===== config.mk =====
export PLATFORM = sky130hd
export DESIGN_NAME = battery_level_filter_unit_flat
export DESIGN_NICKNAME = d
export VERILOG_FILES = /design/src/design/blf_pkg.sv /design/src/design/blf_if.sv /design/src/design/blf_cfg_regs.sv /design/src/design/blf_ema.sv /design/src/design/battery_level_filter_unit.sv /design/src/flat_wrapper.sv
export SDC_FILE = /design/constraint.sdc
export NUM_CORES = 1
export LEC_CHECK = 0
export ABC_CLOCK_PERIOD_IN_PS = 19160
export BUFFER_PORTS_ARGS = -buffer_cell sky130_fd_sc_hd__buf_2
export CAP_MARGIN = 15
export CORE_ASPECT_RATIO = 2
export CORE_MARGIN = 2
export CORE_UTILIZATION = 57
export DETAILED_ROUTE_END_ITERATION = 10
export PLACE_DENSITY_LB_ADDON = 0.08
export REMOVE_ABC_BUFFERS = 1
export SYNTH_ARGS = -nofsm -noshare
export SYNTH_HDL_FRONTEND = slang
export SYNTH_SLANG_ARGS = --single-unit
export TNS_END_PERCENT = 20

===== constraint.sdc =====
create_clock -name clk_i -period 19.16 [get_ports clk_i]
set_input_delay 0.958 -clock clk_i [delete_from_list [all_inputs] [get_ports clk_i]]
set_output_delay 0.958 -clock clk_i [all_outputs]
set_load 0.02 [all_outputs]

===== src/design/blf_pkg.sv =====
package blf_pkg;

  // Fixed widths of the item fields and configuration registers.
  localparam int unsigned LevelW   = 7;
  localparam int unsigned AlphaW   = 16;
  localparam int unsigned CountW   = 4;
  localparam int unsigned CfgDataW = 16;
  localparam int unsigned CfgIdxW  = 3;

  // Level limits and filter constants.
  localparam logic [LevelW-1:0] LevelMax      = 7'd100;
  localparam logic [LevelW-1:0] EdgeLow       = 7'd5;
  localparam logic [LevelW-1:0] EdgeHigh      = 7'd95;
  localparam logic [LevelW-1:0] LedSolidLevel = 7'd97;
  localparam logic [CountW-1:0] CountMax      = 4'd15;
  localparam logic [23:0]       RoundHalf     = 24'd32768;

  // Register reset values.
  localparam logic [AlphaW-1:0] AlphaReset     = 16'd6553;
  localparam logic [15:0]       SeedDelayReset = 16'd15000;
  localparam logic [CountW-1:0] SeedSampReset  = 4'd3;
  localparam logic [CountW-1:0] ConfirmReset   = 4'd3;
  localparam logic [LevelW-1:0] StepReset      = 7'd1;
  localparam logic [LevelW-1:0] LowThrReset    = 7'd20;
  localparam logic [LevelW-1:0] CritThrReset   = 7'd10;

  // Configuration register indexes.
  typedef enum logic [CfgIdxW-1:0] {
    CFG_EMA_ALPHA     = 3'd0,
    CFG_SEED_DELAY    = 3'd1,
    CFG_SEED_SAMPLES  = 3'd2,
    CFG_CONFIRM_COUNT = 3'd3,
    CFG_CONVERGE_STEP = 3'd4,
    CFG_LOW_THR       = 3'd5,
    CFG_CRIT_THR      = 3'd6
  } cfg_idx_e;

  // Result codes.
  typedef enum logic [1:0] {
    THR_NONE = 2'd0,
    THR_LOW  = 2'd1,
    THR_CRIT = 2'd2
  } thr_evt_e;

  typedef enum logic [1:0] {
    CHG_EVT_NONE  = 2'd0,
    CHG_EVT_START = 2'd1,
    CHG_EVT_STOP  = 2'd2
  } chg_evt_e;

  typedef enum logic [1:0] {
    LED_OFF   = 2'd0,
    LED_BREATH = 2'd1,
    LED_SOLID = 2'd2
  } led_e;

  // Current register settings, handed from the register file to the datapath.
  typedef struct packed {
    logic [AlphaW-1:0] ema_alpha;
    logic [15:0]       seed_delay_ms;
    logic [CountW-1:0] seed_samples;
    logic [CountW-1:0] confirm_count;
    logic [LevelW-1:0] converge_step;
    logic [LevelW-1:0] low_threshold;
    logic [LevelW-1:0] critical_threshold;
  } cfg_t;

  // One input transaction as held in the input register.
  typedef struct packed {
    logic signed [15:0] soc_reading;
    logic               soc_valid;
    logic               charging;
    logic [31:0]        uptime_ms;
  } in_item_t;

  // One result transaction as held in the result register.
  typedef struct packed {
    logic [LevelW-1:0] level;
    logic              chg_state;
    logic              level_changed;
    logic [1:0]        threshold_event;
    logic [1:0]        charge_event;
    logic [1:0]        led_mode;
  } out_item_t;

endpackage


===== src/design/blf_if.sv =====
// Input channel: one gauge sample per transaction.
interface blf_in_if;
  logic               valid;
  logic               ready;
  logic signed [15:0] soc_reading;
  logic               soc_valid;
  logic               charging;
  logic [31:0]        uptime_ms;

  modport source (output valid, output soc_reading, output soc_valid, output charging,
                  output uptime_ms, input ready);
  modport sink (input valid, input soc_reading, input soc_valid, input charging,
                input uptime_ms, output ready);
endinterface

// Output channel: one filtered result per transaction.
interface blf_out_if;
  logic       valid;
  logic       ready;
  logic [6:0] level;
  logic       chg_state;
  logic       level_changed;
  logic [1:0] threshold_event;
  logic [1:0] charge_event;
  logic [1:0] led_mode;

  modport source (output valid, output level, output chg_state, output level_changed,
                  output threshold_event, output charge_event, output led_mode,
                  input ready);
  modport sink (input valid, input level, input chg_state, input level_changed,
                input threshold_event, input charge_event, input led_mode,
                output ready);
endinterface


===== src/design/blf_cfg_regs.sv =====
module blf_cfg_regs
  import blf_pkg::*;
(
  input  logic                clk_i,
  input  logic                rst_ni,
  input  logic                cfg_we_i,
  input  logic [CfgIdxW-1:0]  cfg_idx_i,
  input  logic [CfgDataW-1:0] cfg_data_i,
  output cfg_t                cfg_o
);

  cfg_t cfg_q;

  // Register writes; an index past the list is ignored.
  always_ff @(posedge clk_i or negedge rst_ni) begin
    if (!rst_ni) begin
      cfg_q.ema_alpha          <= AlphaReset;
      cfg_q.seed_delay_ms      <= SeedDelayReset;
      cfg_q.seed_samples       <= SeedSampReset;
      cfg_q.confirm_count      <= ConfirmReset;
      cfg_q.converge_step      <= StepReset;
      cfg_q.low_threshold      <= LowThrReset;
      cfg_q.critical_threshold <= CritThrReset;
    end else if (cfg_we_i) begin
      case (cfg_idx_e'(cfg_idx_i))
        CFG_EMA_ALPHA:     cfg_q.ema_alpha          <= cfg_data_i;
        CFG_SEED_DELAY:    cfg_q.seed_delay_ms      <= cfg_data_i;
        CFG_SEED_SAMPLES:  cfg_q.seed_samples       <= cfg_data_i[CountW-1:0];
        CFG_CONFIRM_COUNT: cfg_q.confirm_count      <= cfg_data_i[CountW-1:0];
        CFG_CONVERGE_STEP: cfg_q.converge_step      <= cfg_data_i[LevelW-1:0];
        CFG_LOW_THR:       cfg_q.low_threshold      <= cfg_data_i[LevelW-1:0];
        CFG_CRIT_THR:      cfg_q.critical_threshold <= cfg_data_i[LevelW-1:0];
        default: ;
      endcase
    end
  end

  assign cfg_o = cfg_q;

endmodule


===== src/design/blf_ema.sv =====
module blf_ema
  import blf_pkg::*;
(
  input  logic [AlphaW-1:0] alpha_i,
  input  logic [LevelW-1:0] cur_i,
  input  logic [LevelW-1:0] sample_i,
  input  logic              charging_i,
  output logic [LevelW-1:0] next_o
);

  logic [AlphaW-1:0] alpha_inv;
  logic [22:0] prod_new;
  logic [22:0] prod_old;
  logic [23:0] acc;

  // Weight of the old value: 65535 minus alpha, kept at the register width.
  assign alpha_inv = ~alpha_i;

  // Weighted sum of new sample and old value, rounded to the nearest step.
  assign prod_new = 23'(alpha_i) * 23'(sample_i);
  assign prod_old = 23'(alpha_inv) * 23'(cur_i);
  assign acc      = 24'(prod_new) + 24'(prod_old) + RoundHalf;

  // Near the ends the value moves one point per sample in the charge direction.
  always_comb begin
    if (!charging_i && (cur_i <= EdgeLow) && (sample_i < cur_i)) begin
      next_o = cur_i - 7'd1;
    end else if (charging_i && (cur_i >= EdgeHigh) && (sample_i > cur_i)) begin
      next_o = cur_i + 7'd1;
    end else begin
      next_o = acc[22:16];
    end
  end

endmodule


===== src/design/battery_level_filter_unit.sv =====
// An accepted input transaction passes the input register and then the result register.
// Throughput: one transaction per cycle while the output accepts results; the input
// register, the filter logic and the result register form a two-stage pipeline with
// the filter state updated as each item leaves the input register.
// Reset: asynchronous, active low; clears the filter state, the valid flags and
// loads the register reset values.
module battery_level_filter_unit
  import blf_pkg::*;
(
  input  logic                clk_i,
  input  logic                rst_ni,
  input  logic                cfg_we_i,
  input  logic [CfgIdxW-1:0]  cfg_idx_i,
  input  logic [CfgDataW-1:0] cfg_data_i,
  blf_in_if.sink              in_i,
  blf_out_if.source           out_o
);

  cfg_t        cfg;
  in_item_t    in_q;
  logic        in_v_q;
  out_item_t   out_q;
  out_item_t   out_d;
  logic        out_v_q;
  logic        advance;

  logic [LevelW-1:0] level_q;
  logic              chg_q;
  logic [LevelW-1:0] ema_q;
  logic [LevelW-1:0] ema_d;
  logic              ema_rdy_q;
  logic              ema_rdy_d;
  logic [CountW-1:0] seed_cnt_q;
  logic [CountW-1:0] seed_cnt_d;
  logic [CountW-1:0] conv_cnt_q;
  logic [CountW-1:0] conv_cnt_d;

  logic [LevelW-1:0] raw;
  logic              seed_hold;
  logic [CountW-1:0] seed_inc;
  logic [CountW-1:0] conv_inc;
  logic [LevelW-1:0] ema_nxt;
  logic              with_dir;
  logic [LevelW-1:0] diff_up;
  logic [LevelW-1:0] diff_dn;
  logic [LevelW-1:0] res;
  logic [LevelW-1:0] new_level;

  blf_cfg_regs u_cfg (
    .clk_i      (clk_i),
    .rst_ni     (rst_ni),
    .cfg_we_i   (cfg_we_i),
    .cfg_idx_i  (cfg_idx_i),
    .cfg_data_i (cfg_data_i),
    .cfg_o      (cfg)
  );

  // Handshake: an item moves on when the result register is free or being drained.
  assign advance     = in_v_q && (!out_v_q || out_o.ready);
  assign in_i.ready  = !in_v_q || advance;

  // Input register.
  always_ff @(posedge clk_i or negedge rst_ni) begin
    if (!rst_ni) begin
      in_v_q <= 1'b0;
    end else if (in_i.ready) begin
      in_v_q <= in_i.valid;
    end
  end

  always_ff @(posedge clk_i) begin
    if (in_i.valid && in_i.ready) begin
      in_q.soc_reading <= in_i.soc_reading;
      in_q.soc_valid   <= in_i.soc_valid;
      in_q.charging    <= in_i.charging;
      in_q.uptime_ms   <= in_i.uptime_ms;
    end
  end

  // Clamp the reading to 0..100.
  always_comb begin
    if (in_q.soc_reading[15]) begin
      raw = '0;
    end else if (in_q.soc_reading[14:0] > 15'(LevelMax)) begin
      raw = LevelMax;
    end else begin
      raw = in_q.soc_reading[LevelW-1:0];
    end
  end

  assign seed_hold = in_q.uptime_ms < 32'(cfg.seed_delay_ms);
  assign seed_inc  = (seed_cnt_q == CountMax) ? CountMax : seed_cnt_q + 4'd1;
  assign conv_inc  = (conv_cnt_q == CountMax) ? CountMax : conv_cnt_q + 4'd1;

  blf_ema u_ema (
    .alpha_i    (cfg.ema_alpha),
    .cur_i      (ema_q),
    .sample_i   (raw),
    .charging_i (in_q.charging),
    .next_o     (ema_nxt)
  );

  assign with_dir = in_q.charging ? (ema_nxt >= ema_q) : (ema_nxt <= ema_q);
  assign diff_up  = ema_nxt - ema_q;
  assign diff_dn  = ema_q - ema_nxt;

  // Filter: raw value during seeding, then EMA with counter-direction limiting.
  always_comb begin
    ema_d      = ema_q;
    ema_rdy_d  = ema_rdy_q;
    seed_cnt_d = seed_cnt_q;
    conv_cnt_d = conv_cnt_q;
    res        = ema_q;
    new_level  = level_q;
    if (in_q.soc_valid) begin
      if (!ema_rdy_q) begin
        new_level = raw;
        if (!seed_hold) begin
          ema_d      = raw;
          seed_cnt_d = seed_inc;
          if (seed_inc >= cfg.seed_samples) begin
            ema_rdy_d = 1'b1;
          end
        end
      end else begin
        if (with_dir) begin
          res        = ema_nxt;
          conv_cnt_d = '0;
        end else begin
          conv_cnt_d = conv_inc;
          if (conv_inc >= cfg.confirm_count) begin
            if (ema_nxt > ema_q) begin
              res = ema_q + ((cfg.converge_step < diff_up) ? cfg.converge_step : diff_up);
            end else begin
              res = ema_q - ((cfg.converge_step < diff_dn) ? cfg.converge_step : diff_dn);
            end
          end
        end
        if (res > LevelMax) begin
          res = LevelMax;
        end
        ema_d     = res;
        new_level = res;
      end
    end
  end

  // Result fields: events and LED mode.
  always_comb begin
    out_d.level           = new_level;
    out_d.chg_state       = in_q.charging;
    out_d.level_changed   = new_level != level_q;
    out_d.threshold_event = THR_NONE;
    out_d.charge_event    = CHG_EVT_NONE;
    if (out_d.level_changed) begin
      if (new_level <= cfg.critical_threshold) begin
        out_d.threshold_event = THR_CRIT;
      end else if (new_level <= cfg.low_threshold) begin
        out_d.threshold_event = THR_LOW;
      end
    end
    if (in_q.charging != chg_q) begin
      out_d.charge_event = in_q.charging ? CHG_EVT_START : CHG_EVT_STOP;
    end
    if (!in_q.charging) begin
      out_d.led_mode = LED_OFF;
    end else if (new_level >= LedSolidLevel) begin
      out_d.led_mode = LED_SOLID;
    end else begin
      out_d.led_mode = LED_BREATH;
    end
  end

  // Filter state, updated as each item passes.
  always_ff @(posedge clk_i or negedge rst_ni) begin
    if (!rst_ni) begin
      level_q    <= '0;
      chg_q      <= 1'b0;
      ema_q      <= '0;
      ema_rdy_q  <= 1'b0;
      seed_cnt_q <= '0;
      conv_cnt_q <= '0;
    end else if (advance) begin
      level_q    <= new_level;
      chg_q      <= in_q.charging;
      ema_q      <= ema_d;
      ema_rdy_q  <= ema_rdy_d;
      seed_cnt_q <= seed_cnt_d;
      conv_cnt_q <= conv_cnt_d;
    end
  end

  // Result register.
  always_ff @(posedge clk_i or negedge rst_ni) begin
    if (!rst_ni) begin
      out_v_q <= 1'b0;
    end else if (advance) begin
      out_v_q <= 1'b1;
    end else if (out_o.ready) begin
      out_v_q <= 1'b0;
    end
  end

  always_ff @(posedge clk_i) begin
    if (advance) begin
      out_q <= out_d;
    end
  end

  assign out_o.valid           = out_v_q;
  assign out_o.level           = out_q.level;
  assign out_o.chg_state       = out_q.chg_state;
  assign out_o.level_changed   = out_q.level_changed;
  assign out_o.threshold_event = out_q.threshold_event;
  assign out_o.charge_event    = out_q.charge_event;
  assign out_o.led_mode        = out_q.led_mode;

  // A threshold event only accompanies a level change.
  assert property (@(posedge clk_i) disable iff (!rst_ni)
    (out_v_q && (out_q.threshold_event != THR_NONE)) |-> out_q.level_changed)
    else $error("threshold event without level change");

  // Solid LED only while charging at a high level.
  assert property (@(posedge clk_i) disable iff (!rst_ni)
    (out_v_q && (out_q.led_mode == LED_SOLID)) |->
      (out_q.chg_state && (out_q.level >= LedSolidLevel)))
    else $error("solid LED without charging at high level");

  // The reported level and the filter value stay within 0..100.
  assert property (@(posedge clk_i) disable iff (!rst_ni)
    (level_q <= LevelMax) && (ema_q <= LevelMax))
    else $error("level out of range");

  // Once seeded the filter stays seeded.
  assert property (@(posedge clk_i) disable iff (!rst_ni)
    ema_rdy_q |=> ema_rdy_q)
    else $error("filter lost its seeded state");

endmodule

===== src/flat_wrapper.sv =====
// flat-port wrapper written by rule: the top's interface ports become plain ports
module battery_level_filter_unit_flat import blf_pkg::*;
  (clk_i, rst_ni, cfg_we_i, cfg_idx_i, cfg_data_i, in_i_valid, in_i_soc_reading, in_i_soc_valid, in_i_charging, in_i_uptime_ms, in_i_ready, out_o_valid, out_o_level, out_o_chg_state, out_o_level_changed, out_o_threshold_event, out_o_charge_event, out_o_led_mode, out_o_ready);
  blf_in_if in_i_i ();
  blf_out_if out_o_i ();
  input  logic clk_i;
  input  logic rst_ni;
  input  logic cfg_we_i;
  input  logic [CfgIdxW-1:0] cfg_idx_i;
  input  logic [CfgDataW-1:0] cfg_data_i;
  input wire logic [$bits(in_i_i.valid)-1:0] in_i_valid;
  input wire logic [$bits(in_i_i.soc_reading)-1:0] in_i_soc_reading;
  input wire logic [$bits(in_i_i.soc_valid)-1:0] in_i_soc_valid;
  input wire logic [$bits(in_i_i.charging)-1:0] in_i_charging;
  input wire logic [$bits(in_i_i.uptime_ms)-1:0] in_i_uptime_ms;
  output wire logic [$bits(in_i_i.ready)-1:0] in_i_ready;
  output wire logic [$bits(out_o_i.valid)-1:0] out_o_valid;
  output wire logic [$bits(out_o_i.level)-1:0] out_o_level;
  output wire logic [$bits(out_o_i.chg_state)-1:0] out_o_chg_state;
  output wire logic [$bits(out_o_i.level_changed)-1:0] out_o_level_changed;
  output wire logic [$bits(out_o_i.threshold_event)-1:0] out_o_threshold_event;
  output wire logic [$bits(out_o_i.charge_event)-1:0] out_o_charge_event;
  output wire logic [$bits(out_o_i.led_mode)-1:0] out_o_led_mode;
  input wire logic [$bits(out_o_i.ready)-1:0] out_o_ready;
  assign in_i_i.valid = in_i_valid;
  assign in_i_i.soc_reading = in_i_soc_reading;
  assign in_i_i.soc_valid = in_i_soc_valid;
  assign in_i_i.charging = in_i_charging;
  assign in_i_i.uptime_ms = in_i_uptime_ms;
  assign in_i_ready = in_i_i.ready;
  assign out_o_valid = out_o_i.valid;
  assign out_o_level = out_o_i.level;
  assign out_o_chg_state = out_o_i.chg_state;
  assign out_o_level_changed = out_o_i.level_changed;
  assign out_o_threshold_event = out_o_i.threshold_event;
  assign out_o_charge_event = out_o_i.charge_event;
  assign out_o_led_mode = out_o_i.led_mode;
  assign out_o_i.ready = out_o_ready;
  battery_level_filter_unit u_core (.clk_i(clk_i), .rst_ni(rst_ni), .cfg_we_i(cfg_we_i), .cfg_idx_i(cfg_idx_i), .cfg_data_i(cfg_data_i), .in_i(in_i_i), .out_o(out_o_i));
endmodule

==> flow_summary.json, run 1 <==
{
  "cts_made_buffers": 17,
  "die_y_um": 244,
  "tritoncts": "done",
  "multiInputGateArea_mm2": 0.0109,
  "num_vias": 12400,
  "yosysUniqueCellTypes": 89,
  "rrSetupSlack_ns": 3.46,
  "portBuffers": 90,
  "grtUsageTotal_pct": 30.9,
  "drt-pass1-iter-count": 5,
  "worstPathRequired_ns": 19.34,
  "hp-class": "input pin to async pin",
  "fin_area_mm2": 0.0179,
  "critPathMaxFanout": 64,
  "drtIter0Drc": 753,
  "netlist_area_mm2": 0.0165,
  "post-cts-setup-buffers": 0,
  "rsz0062_at_grt": "false",
  "min_period_ns": 15.70,
  "via_per_inst": 5.79,
  "r2r_cells": 58,
  "area_growth_pct": 8.48,
  "synth-async-reset-ratio_pct": 57.2,
  "synth-main-ff-cell": "edfxtp_1",
  "cp_slowest_cell": "o31ai_1",
  "slew_headroom_pct": 33.1,
  "cts-hold-fix-buffers": 0,
  "cts_max_path_buffers": 2,
  "yosysWarnings": 0,
  "grt_first_pass_wirelength_um": 70600,
  "fp.dieW_um": 124,
  "dpl-instance-area_mm2": 0.0172,
  "wl_um": 43900,
  "start_util_pct": 57.5,
  "synth-seq-cells": 152,
  "synth_edf_count": 65,
  "rr_startpoint": "u_core.in_q[34]$_DFFE_PP_",
  "tns_ns": 0,
  "antenna_found_initial": 2,
  "fillCellCount": 2440,
  "timing.final.crit_share_pct": 82.0,
  "syn_avg_cell_area_um2": 9.61,
  "place_congestion": 0.947,
  "cp-end-kind": "flop",
  "cts_sinks": 152,
  "grt_pass1_vias": 13200,
  "clk_pin_slew_ns": 0.08,
  "fmax_mhz": 63.7,
  "seq_area_mm2": 0.00416,
  "dieArea_mm2": 0.0303,
  "critPathCapture": "u_core.out_o.threshold_event[0]$_SDFFCE_PP0P_",
  "io_pins": 91,
  "fin_nets": 2183,
  "worstPathArrival_ns": 15.88,
  "core_region_area_mm2": 0.0286,
  "ys_seq_area_share_pct": 25.3,
  "overflow": 0,
  "drv_cap": 0,
  "cts.repair.resized": 0,
  "wl_per_cell_um": 20.4,
  "finalMaxSlewViolations": 0,
  "drtAntennaViolNets": 0,
  "tightestPinTransition_ns": 1.00,
  "dpl.hpwl_um": 33500,
  "drcViolationCount": 0,
  "reg2reg_to": "u_core.out_o.threshold_event[0]$_SDFFCE_PP0P_",
  "htree_levels": 4,
  "rows": 88,
  "cp-startpoint": "u_core.in_q[34]$_DFFE_PP_",
  "critPathMaxStageDelay_ns": 0.74,
  "drive_gt1_share_pct": 13.8,
  "hold_violations": 0,
  "clock-root-buffer": "clkbuf_16",
  "insertion_delay_ns": 0.45,
  "setup_viol": 0,
  "grt_max_degree": 66,
  "postSynthCellCount": 1713,
  "outcome": "completed",
  "crit_type": "flop to flop",
  "critPathLaunchType": "flop",
  "skew_ns": 0.0230
}
per-stage QoR:
stage / util (%) / std cells / setup slack, ns / hold WS [ns]
after floorplan: - / 1650 / 3.73 / 0.450
after global placement: 60.2 / 2113 / 3.95 / 0.460
after detailed placement: 60.2 / 2113 / 3.56 / 0.478
after CTS: 62.3 / 2145 / 3.54 / 0.396
after global routing: 62.4 / 2148 / 2.27 / 0.414
final: 62.4 / 2148 / 3.46 / 0.410
placed cells by master (no fill, tap or decap), types with 31 or more instances in the layout:
cell / netlist / routed
dfrtp_1: 64 / 64
buf_2: 6 / 89
nor2_1: 114 / 112
nand2b_1: 71 / 71
inv_1: 309 / 309
nand3_1: 31 / 31
and3_1: 68 / 68
edfxtp_1: 65 / 65
ha_1: 157 / 157
nand2_1: 106 / 106
mux2_2: 53 / 53
a21oi_1: 49 / 49
fa_1: 179 / 179
and2_1: 35 / 34
o21ai_0: 62 / 62
cells by family after synthesis:
| logic type | count (synthesis) | share of synthesized area, % |
|---|---|---|
| AND/OR/NAND/NOR | 508 | 16.0 |
| buffers and inverters | 379 | 8.74 |
| adder cells (fa/ha/maj) | 336 | 33.7 |
| AO/OA/AOI/OAI | 238 | 10.1 |
| flip-flops | 152 | 25.3 |
| multiplexers | 70 | 4.66 |
| XOR/XNOR | 29 | 1.54 |
| other | 1 | 0.0228 |
how the worst min path moves through the flow:
stage | slack (ns) | endpoint | cells after the start | start
after floorplan | 0.45 | u_core.out_o.valid$_DFFE_PN0P_ | 1 | u_core.in_v_q$_DFFE_PN0N_
after global placement | 0.46 | u_core.out_o.valid$_DFFE_PN0P_ | 1 | u_core.in_v_q$_DFFE_PN0N_
after detailed placement | 0.48 | u_core.out_o.valid$_DFFE_PN0P_ | 1 | u_core.in_v_q$_DFFE_PN0N_
after CTS | 0.40 | u_core.u_cfg.cfg_o[18]$_DFFE_PN0P_ | 1 | rst_ni
after global routing | 0.41 | u_core.u_cfg.cfg_o[19]$_DFFE_PN0P_ | 1 | rst_ni
final | 0.41 | u_core.u_cfg.cfg_o[19]$_DFFE_PN0P_ | 1 | rst_ni
final cells by class:
cell class / instances / share of cell area [%]
clock buffer: 19 / 2.66
inverter: 316 / 6.64
multi-input combinational: 1182 / 61.0
sequential: 152 / 23.3
tap: 360 / 2.52
clock inverter: 13 / 0.778
timing repair buffer: 104 / 3.12
antenna: 2 / 0.0280
sequential cells by signal, indices dropped and copies added, names as in the netlist, 2 cells and up:
register                      count
u_core.u_cfg.cfg_o               61
u_core.out_o.level                7
u_core.out_o.charge_event         2
u_core.seed_cnt_q                 4
u_core.level_q                    7
u_core.conv_cnt_q                 4
u_core.ema_q                      7
u_core.out_o.threshold_event      2
u_core.in_q                      50
u_core.out_o.led_mode             2
per-layer routing:
layer / up-vias / global-route usage (%) / wire [um]
met2: 335 / 54.7 / 23600
met3: 78 / 3.52 / 1730
li1: 5759 / - / -
met1: 6275 / 38.3 / 17100
met5: - / 0 / 0
met4: 0 / 11.2 / 1390
cells in the mapped netlist, types with 9 or more instances:
| cell type | number | area share, % |
|---|---|---|
| inv_1 | 309 | 7.0 |
| fa_1 | 179 | 22 |
| ha_1 | 157 | 12 |
| nor2_1 | 114 | 2.6 |
| nand2_1 | 106 | 2.4 |
| nand2b_1 | 71 | 2.7 |
| and3_1 | 68 | 2.6 |
| edfxtp_1 | 65 | 12 |
| dfrtp_1 | 64 | 9.7 |
| o21ai_0 | 62 | 1.9 |
| mux2_2 | 53 | 3.6 |
| clkbuf_1 | 51 | 1.2 |
| a21oi_1 | 49 | 1.5 |
| and2_1 | 35 | 1.3 |
| nand3_1 | 31 | 0.94 |
| dfstp_2 | 23 | 3.7 |
| a21o_1 | 22 | 1.0 |
| nor3_1 | 20 | 0.61 |
| xnor2_1 | 20 | 1.1 |
| mux2i_1 | 17 | 1.0 |
| nor4_1 | 13 | 0.49 |
| a211oi_1 | 10 | 0.46 |
| nand4_1 | 10 | 0.38 |
| o21a_1 | 10 | 0.46 |
| a31oi_1 | 9 | 0.34 |
| xor2_1 | 9 | 0.48 |
critical path: cells and delay by family (launching register included):
family / cells / cell delay [ns]
XOR/XNOR: 1 / 0.18
AO/OA/AOI/OAI: 26 / 6.28
adder cells (fa/ha/maj): 12 / 5.02
buffers and inverters: 5 / 0.80
flip-flops: 1 / 0.65
AND/OR/NAND/NOR: 13 / 2.19
multiplexers: 1 / 0.31
Power of run 1 is left out: the tool's default activity adds up to more than one toggle a clock period on the data nets, which glitch-free logic cannot reach.
==> run 2: changes to the inputs <==
--- a/config.mk
+++ b/config.mk
@@ -5,7 +5,7 @@
 export SDC_FILE = /design/constraint.sdc
 export NUM_CORES = 1
 export LEC_CHECK = 0
-export ABC_CLOCK_PERIOD_IN_PS = 19160
+export ABC_CLOCK_PERIOD_IN_PS = 13900
 export BUFFER_PORTS_ARGS = -buffer_cell sky130_fd_sc_hd__buf_2
 export CAP_MARGIN = 15
 export CORE_ASPECT_RATIO = 2
==> constraint.sdc (replaced) <==
create_clock -name clk_i -period 13.9 [get_ports clk_i]
set_input_delay 0.695 -clock clk_i [delete_from_list [all_inputs] [get_ports clk_i]]
set_output_delay 0.695 -clock clk_i [all_outputs]
set_load 0.02 [all_outputs]
==> run 2 against run 1 <==
Compared with the run above: clock skew down 0.0080 ns; cell area up 7.3%; final cell count up 3.9%; global-route usage about the same; die area unchanged; critical path type unchanged; largest cell class unchanged.
==> flow_summary.json, run 2 (synthesis gave the netlist of run 1 again) <==
{
  "largest_reg_flops": 61,
  "cp_slowest_cell": "fa_2",
  "via_per_inst": 5.77,
  "fin_area_mm2": 0.0192,
  "area_growth_pct": 16.4,
  "min_period_ns": 13.59,
  "r2r_cells": 63,
  "clk_pin_slew_ns": 0.07,
  "die_y_um": 244,
  "hold_violations": 0,
  "num_vias": 12900,
  "core_region_area_mm2": 0.0286,
  "wl_per_cell_um": 20.5,
  "fmax_mhz": 73.6,
  "critPathMaxFanout": 8,
  "wl_um": 45700,
  "outcome": "completed",
  "grt_first_pass_wirelength_um": 70900,
  "grt_pass1_vias": 13500,
  "drv_cap": 0,
  "fp.dieW_um": 124,
  "cp_common_cell": "fa_1",
  "skew_ns": 0.0150,
  "critPathLaunchType": "flop",
  "cts_made_buffers": 17,
  "drtAntennaViolNets": 0,
  "setup_viol": 0,
  "fin_nets": 2268,
  "tritoncts": "done",
  "grtUsageTotal_pct": 30.9,
  "drive_gt1_share_pct": 23.2,
  "hp-class": "input pin to async pin",
  "cts_sinks": 152,
  "tightestPinTransition_ns": 0.921,
  "dieArea_mm2": 0.0303,
  "critPathMaxStageDelay_ns": 0.55,
  "portBuffers": 90,
  "dpl.hpwl_um": 34900,
  "slew_headroom_pct": 38.0,
  "worstPathArrival_ns": 13.77,
  "place_congestion": 0.892,
  "crit_type": "flop to flop",
  "worstPathRequired_ns": 14.07,
  "layout_commonest_cell": "inv_1",
  "drtIter0Drc": 800,
  "clock-root-buffer": "clkbuf_16",
  "drt-pass1-iter-count": 6,
  "most-common-layout-cells": "inv_1, fa_1, ha_1",
  "cp-end-kind": "flop",
  "grt_max_degree": 61,
  "antenna_found_initial": 1,
  "dpl-instance-area_mm2": 0.0176,
  "htree_levels": 4,
  "finalMaxSlewViolations": 0,
  "insertion_delay_ns": 0.44,
  "rows": 88,
  "drcViolationCount": 0,
  "timing.final.crit_share_pct": 97.8,
  "start_util_pct": 57.5,
  "cts_max_path_buffers": 2,
  "overflow": 0,
  "io_pins": 91
}
-- run 2: cell count changes in the layout (fill, tap and decap cells not counted), moves of 10 or more --
cell and delta:
and3_1 -10, a21oi_1 -13, a21oi_2 +11, ha_4 +15
ha_1 -17, buf_4 +72, and3_4 +10, inv_1 -16
buf_6 +10, inv_2 +16
-- run 2: final cells by class --
type | instances | area (um^2)
fill | 2361 | 9460
clock inverter | 14 | 134
sequential | 152 | 4160
timing repair buffer | 189 | 1300
antenna | 1 | 2.50
multi-input combinational | 1182 | 11500
tap | 360 | 450
clock buffer | 18 | 433
inverter | 316 | 1190
-- run 2: final timing paths --
check | start | to | slack [ns]
min reg2reg | u_core.in_v_q$_DFFE_PN0N_ | u_core.out_o.valid$_DFFE_PN0P_ | 0.49
max in group asynchronous | rst_ni | u_core.u_cfg.cfg_o[60]$_DFFE_PN0P_ | 12.60
max | u_core.in_q[41]$_DFFE_PP_ | u_core.out_o.threshold_event[0]$_SDFFCE_PP0P_ | 0.31
max reg2reg | u_core.in_q[41]$_DFFE_PP_ | u_core.out_o.threshold_event[0]$_SDFFCE_PP0P_ | 0.31
min in group clk_i | in_i_uptime_ms[19] | u_core.in_q[19]$_DFFE_PP_ | 0.43
min | rst_ni | u_core.u_cfg.cfg_o[8]$_DFFE_PN0P_ | 0.16
-- run 2: repair_timing --
item                       in CTS  in global routing
buffers inserted                0                 28
setup endpoints to repair       2                  7
pin swaps                       0                109
hold buffers                    0                  0
resized for setup               2                149
cloned                          0                  5
-- run 2: layer usage --
layer  part of all wire (%)  global-route usage, %
met3                    4.6                   4.06
met5                      0                      0
met4                    5.5                   15.8
met1                     38                   37.0
met2                     52                   53.3
-- run 2: stage by stage --
step	std cells	utilization, %	hold WS, ns	TNS [ns]	setup slack, ns
floorplan	1650	-	0.399	-7.84	-1.53
global placement	2167	61.6	0.456	0	0.338
detailed placement	2167	61.6	0.488	0	0.0715
CTS	2199	63.6	0.157	0	0.0517
global route	2232	66.9	0.169	-0.746	-0.389
finish	2232	66.9	0.161	0	0.307
-- run 2: worst max-delay path, delay by kind of cell (launching register included) --
kind | cells | cell delay [ns]
AOI/OAI and AO/OA | 22 | 3.85
xor gates and xnor gates | 2 | 0.39
adders and majority gates | 12 | 4.63
buffers and inverters | 11 | 1.33
DFF | 1 | 0.39
muxes | 1 | 0.29
and+or+nand+nor | 15 | 2.40
Power of run 2 is left out for the same reason.
==> run 3: changes to the inputs <==
--- a/config.mk
+++ b/config.mk
@@ -7,8 +7,8 @@
 export LEC_CHECK = 0
 export ABC_CLOCK_PERIOD_IN_PS = 13900
 export BUFFER_PORTS_ARGS = -buffer_cell sky130_fd_sc_hd__buf_2
-export CAP_MARGIN = 15
-export CORE_ASPECT_RATIO = 2
+export CAP_MARGIN = 0
+export CORE_ASPECT_RATIO = 1.75
 export CORE_MARGIN = 2
 export CORE_UTILIZATION = 57
 export DETAILED_ROUTE_END_ITERATION = 10
==> run 3 against run 2 <==
Compared with the run above: die area barely moved; routed wire length fell by 1.6%; global-route usage fell by 1.1 points; clock skew decreased by 0.0080 ns; via count is 1.4% higher; sequential cell count did not move; worst setup slack improved by 0.030 ns; worst hold slack worse by 0.026 ns; final cell count rose by 2.1%; sequential share of layout area shrank 0.26 points; utilization is 1.1 points higher; highest routed layer is now met5.
==> flow_summary.json, run 3 (synthesis gave the netlist of run 1 again) <==
{
  "outcome": "completed",
  "setup_viol": 0,
  "num_vias": 13100,
  "finalMaxSlewViolations": 0,
  "tritoncts": "done",
  "fin_nets": 2298,
  "htree_levels": 4,
  "fin_util_pct": 68.0,
  "cts_made_buffers": 17,
  "layout_commonest_cell": "inv_1",
  "wl_per_cell_um": 19.7,
  "critPathMaxStageDelay_ns": 0.52,
  "drtAntennaViolNets": 0,
  "grt_first_pass_wirelength_um": 70500,
  "area_growth_pct": 17.8,
  "clk_pin_slew_ns": 0.06,
  "cts_sinks": 152,
  "grt_pass1_vias": 13800,
  "most-common-layout-cells": "inv_1, fa_1, ha_1",
  "via_per_inst": 5.73,
  "r2r_cells": 62,
  "io_pins": 91,
  "worstPathRequired_ns": 14.06,
  "critPathMaxFanout": 7,
  "hold_ws_ns": 0.135,
  "timing.final.crit_share_pct": 97.6,
  "fp.dieW_um": 132,
  "start_util_pct": 57.7,
  "drt-pass1-iter-count": 5,
  "slew_headroom_pct": 28.1,
  "rows": 82,
  "fin_cells": 2279,
  "wl_um": 45000,
  "insertion_delay_ns": 0.43,
  "drv_cap": 0,
  "clock-root-buffer": "clkbuf_16",
  "antenna_found_initial": 1,
  "die_y_um": 229,
  "min_period_ns": 13.56,
  "overflow": 0,
  "dieArea_mm2": 0.0303,
  "dpl.hpwl_um": 34100,
  "drcViolationCount": 0,
  "portBuffers": 90,
  "drtIter0Drc": 725,
  "antenna_cells": 0,
  "cp_slowest_cell": "fa_1",
  "critPathLaunchType": "flop",
  "cts_max_path_buffers": 2,
  "skew_ns": 0.00699,
  "fmax_mhz": 73.7,
  "cp_common_cell": "fa_1",
  "core_region_area_mm2": 0.0285,
  "rsz0062_at_grt": "true",
  "largest_reg_flops": 61,
  "grtUsageTotal_pct": 29.8,
  "worstPathArrival_ns": 13.72,
  "tightestPinTransition_ns": 1.07,
  "place_congestion": 0.932,
  "hp-class": "input pin to async pin",
  "cp-end-kind": "flop",
  "drive_gt1_share_pct": 22.9,
  "grt_max_degree": 69,
  "crit_type": "flop to flop",
  "hold_violations": 0,
  "place_inst": 2217
}
[run 3: cell types whose count changed in the layout (fill, tap and decap cells not counted), moves of 9 or more]
cell | previous run | this run
buf_4 | 86 | 114
and3_4 | 10 | 1
inv_2 | 19 | 8
and3_1 | 58 | 67
inv_1 | 293 | 304
[run 3: worst max-delay path, delay by kind of cell (launching register included)]
kind	cells	cell delay, ns
and+or+nand+nor	18	3.00
AOI/OAI and AO/OA	20	3.81
DFF	1	0.36
buffers and inverters	10	1.12
muxes	1	0.23
adders and majority gates	12	4.57
xor gates and xnor gates	1	0.17
[run 3: worst paths after layout]
check	startpoint	to	slack, ns
max in group asynchronous	rst_ni	u_core.u_cfg.cfg_o[60]$_DFFE_PN0P_	12.62
setup reg to reg	u_core.in_q[42]$_DFFE_PP_	u_core.out_o.threshold_event[0]$_SDFFCE_PP0P_	0.34
setup / recovery	u_core.in_q[42]$_DFFE_PP_	u_core.out_o.threshold_event[0]$_SDFFCE_PP0P_	0.34
hold reg to reg	u_core.u_cfg.cfg_o[12]$_DFFE_PN0P_	u_core.u_cfg.cfg_o[12]$_DFFE_PN0P_	0.50
min in group clk_i	in_i_uptime_ms[26]	u_core.in_q[26]$_DFFE_PP_	0.44
hold / removal	rst_ni	u_core.u_cfg.cfg_o[7]$_DFFE_PN0P_	0.13
[run 3: cell type report]
| type | instances | area (um^2) |
|---|---|---|
| repair buffers | 218 | 1550 |
| clock inverters | 9 | 114 |
| multi-input cells | 1183 | 11400 |
| clock buffers | 23 | 489 |
| flip-flops and latches | 152 | 4160 |
| inverters | 316 | 1190 |
| well taps | 378 | 473 |
| fillers | 2282 | 9130 |
[run 3: repair_timing]
action / CTS / global route
pin swaps: 3 / 66
hold buffers: 0 / 0
gates resized for setup: 8 / 116
setup buffers: 3 / 23
endpoints found under the setup margin: 5 / 5
gates cloned: 0 / 4
[run 3: stage by stage]
step / worst slack [ns] / setup TNS [ns] / cell area, um^2
global placement: -0.157 / -0.277 / 17900
CTS: 0.00354 / 0 / 18600
global route: -0.277 / -0.488 / 19400
finish: 0.337 / 0 / 19400
floorplan: -1.53 / -7.84 / 16200
detailed placement: -0.553 / -1.11 / 17900
[run 3: metal layers]
| metal | global-route usage [%] | vias up | part of all wire (%) |
|---|---|---|---|
| met5 | 0 | - | 0.036 |
| met1 | 33.1 | 6538 | 36 |
| met4 | 14.7 | 2 | 4.7 |
| met3 | 2.99 | 123 | 4.1 |
| li1 | - | 6003 | - |
| met2 | 56.1 | 397 | 55 |
Power of run 3 is left out for the same reason.
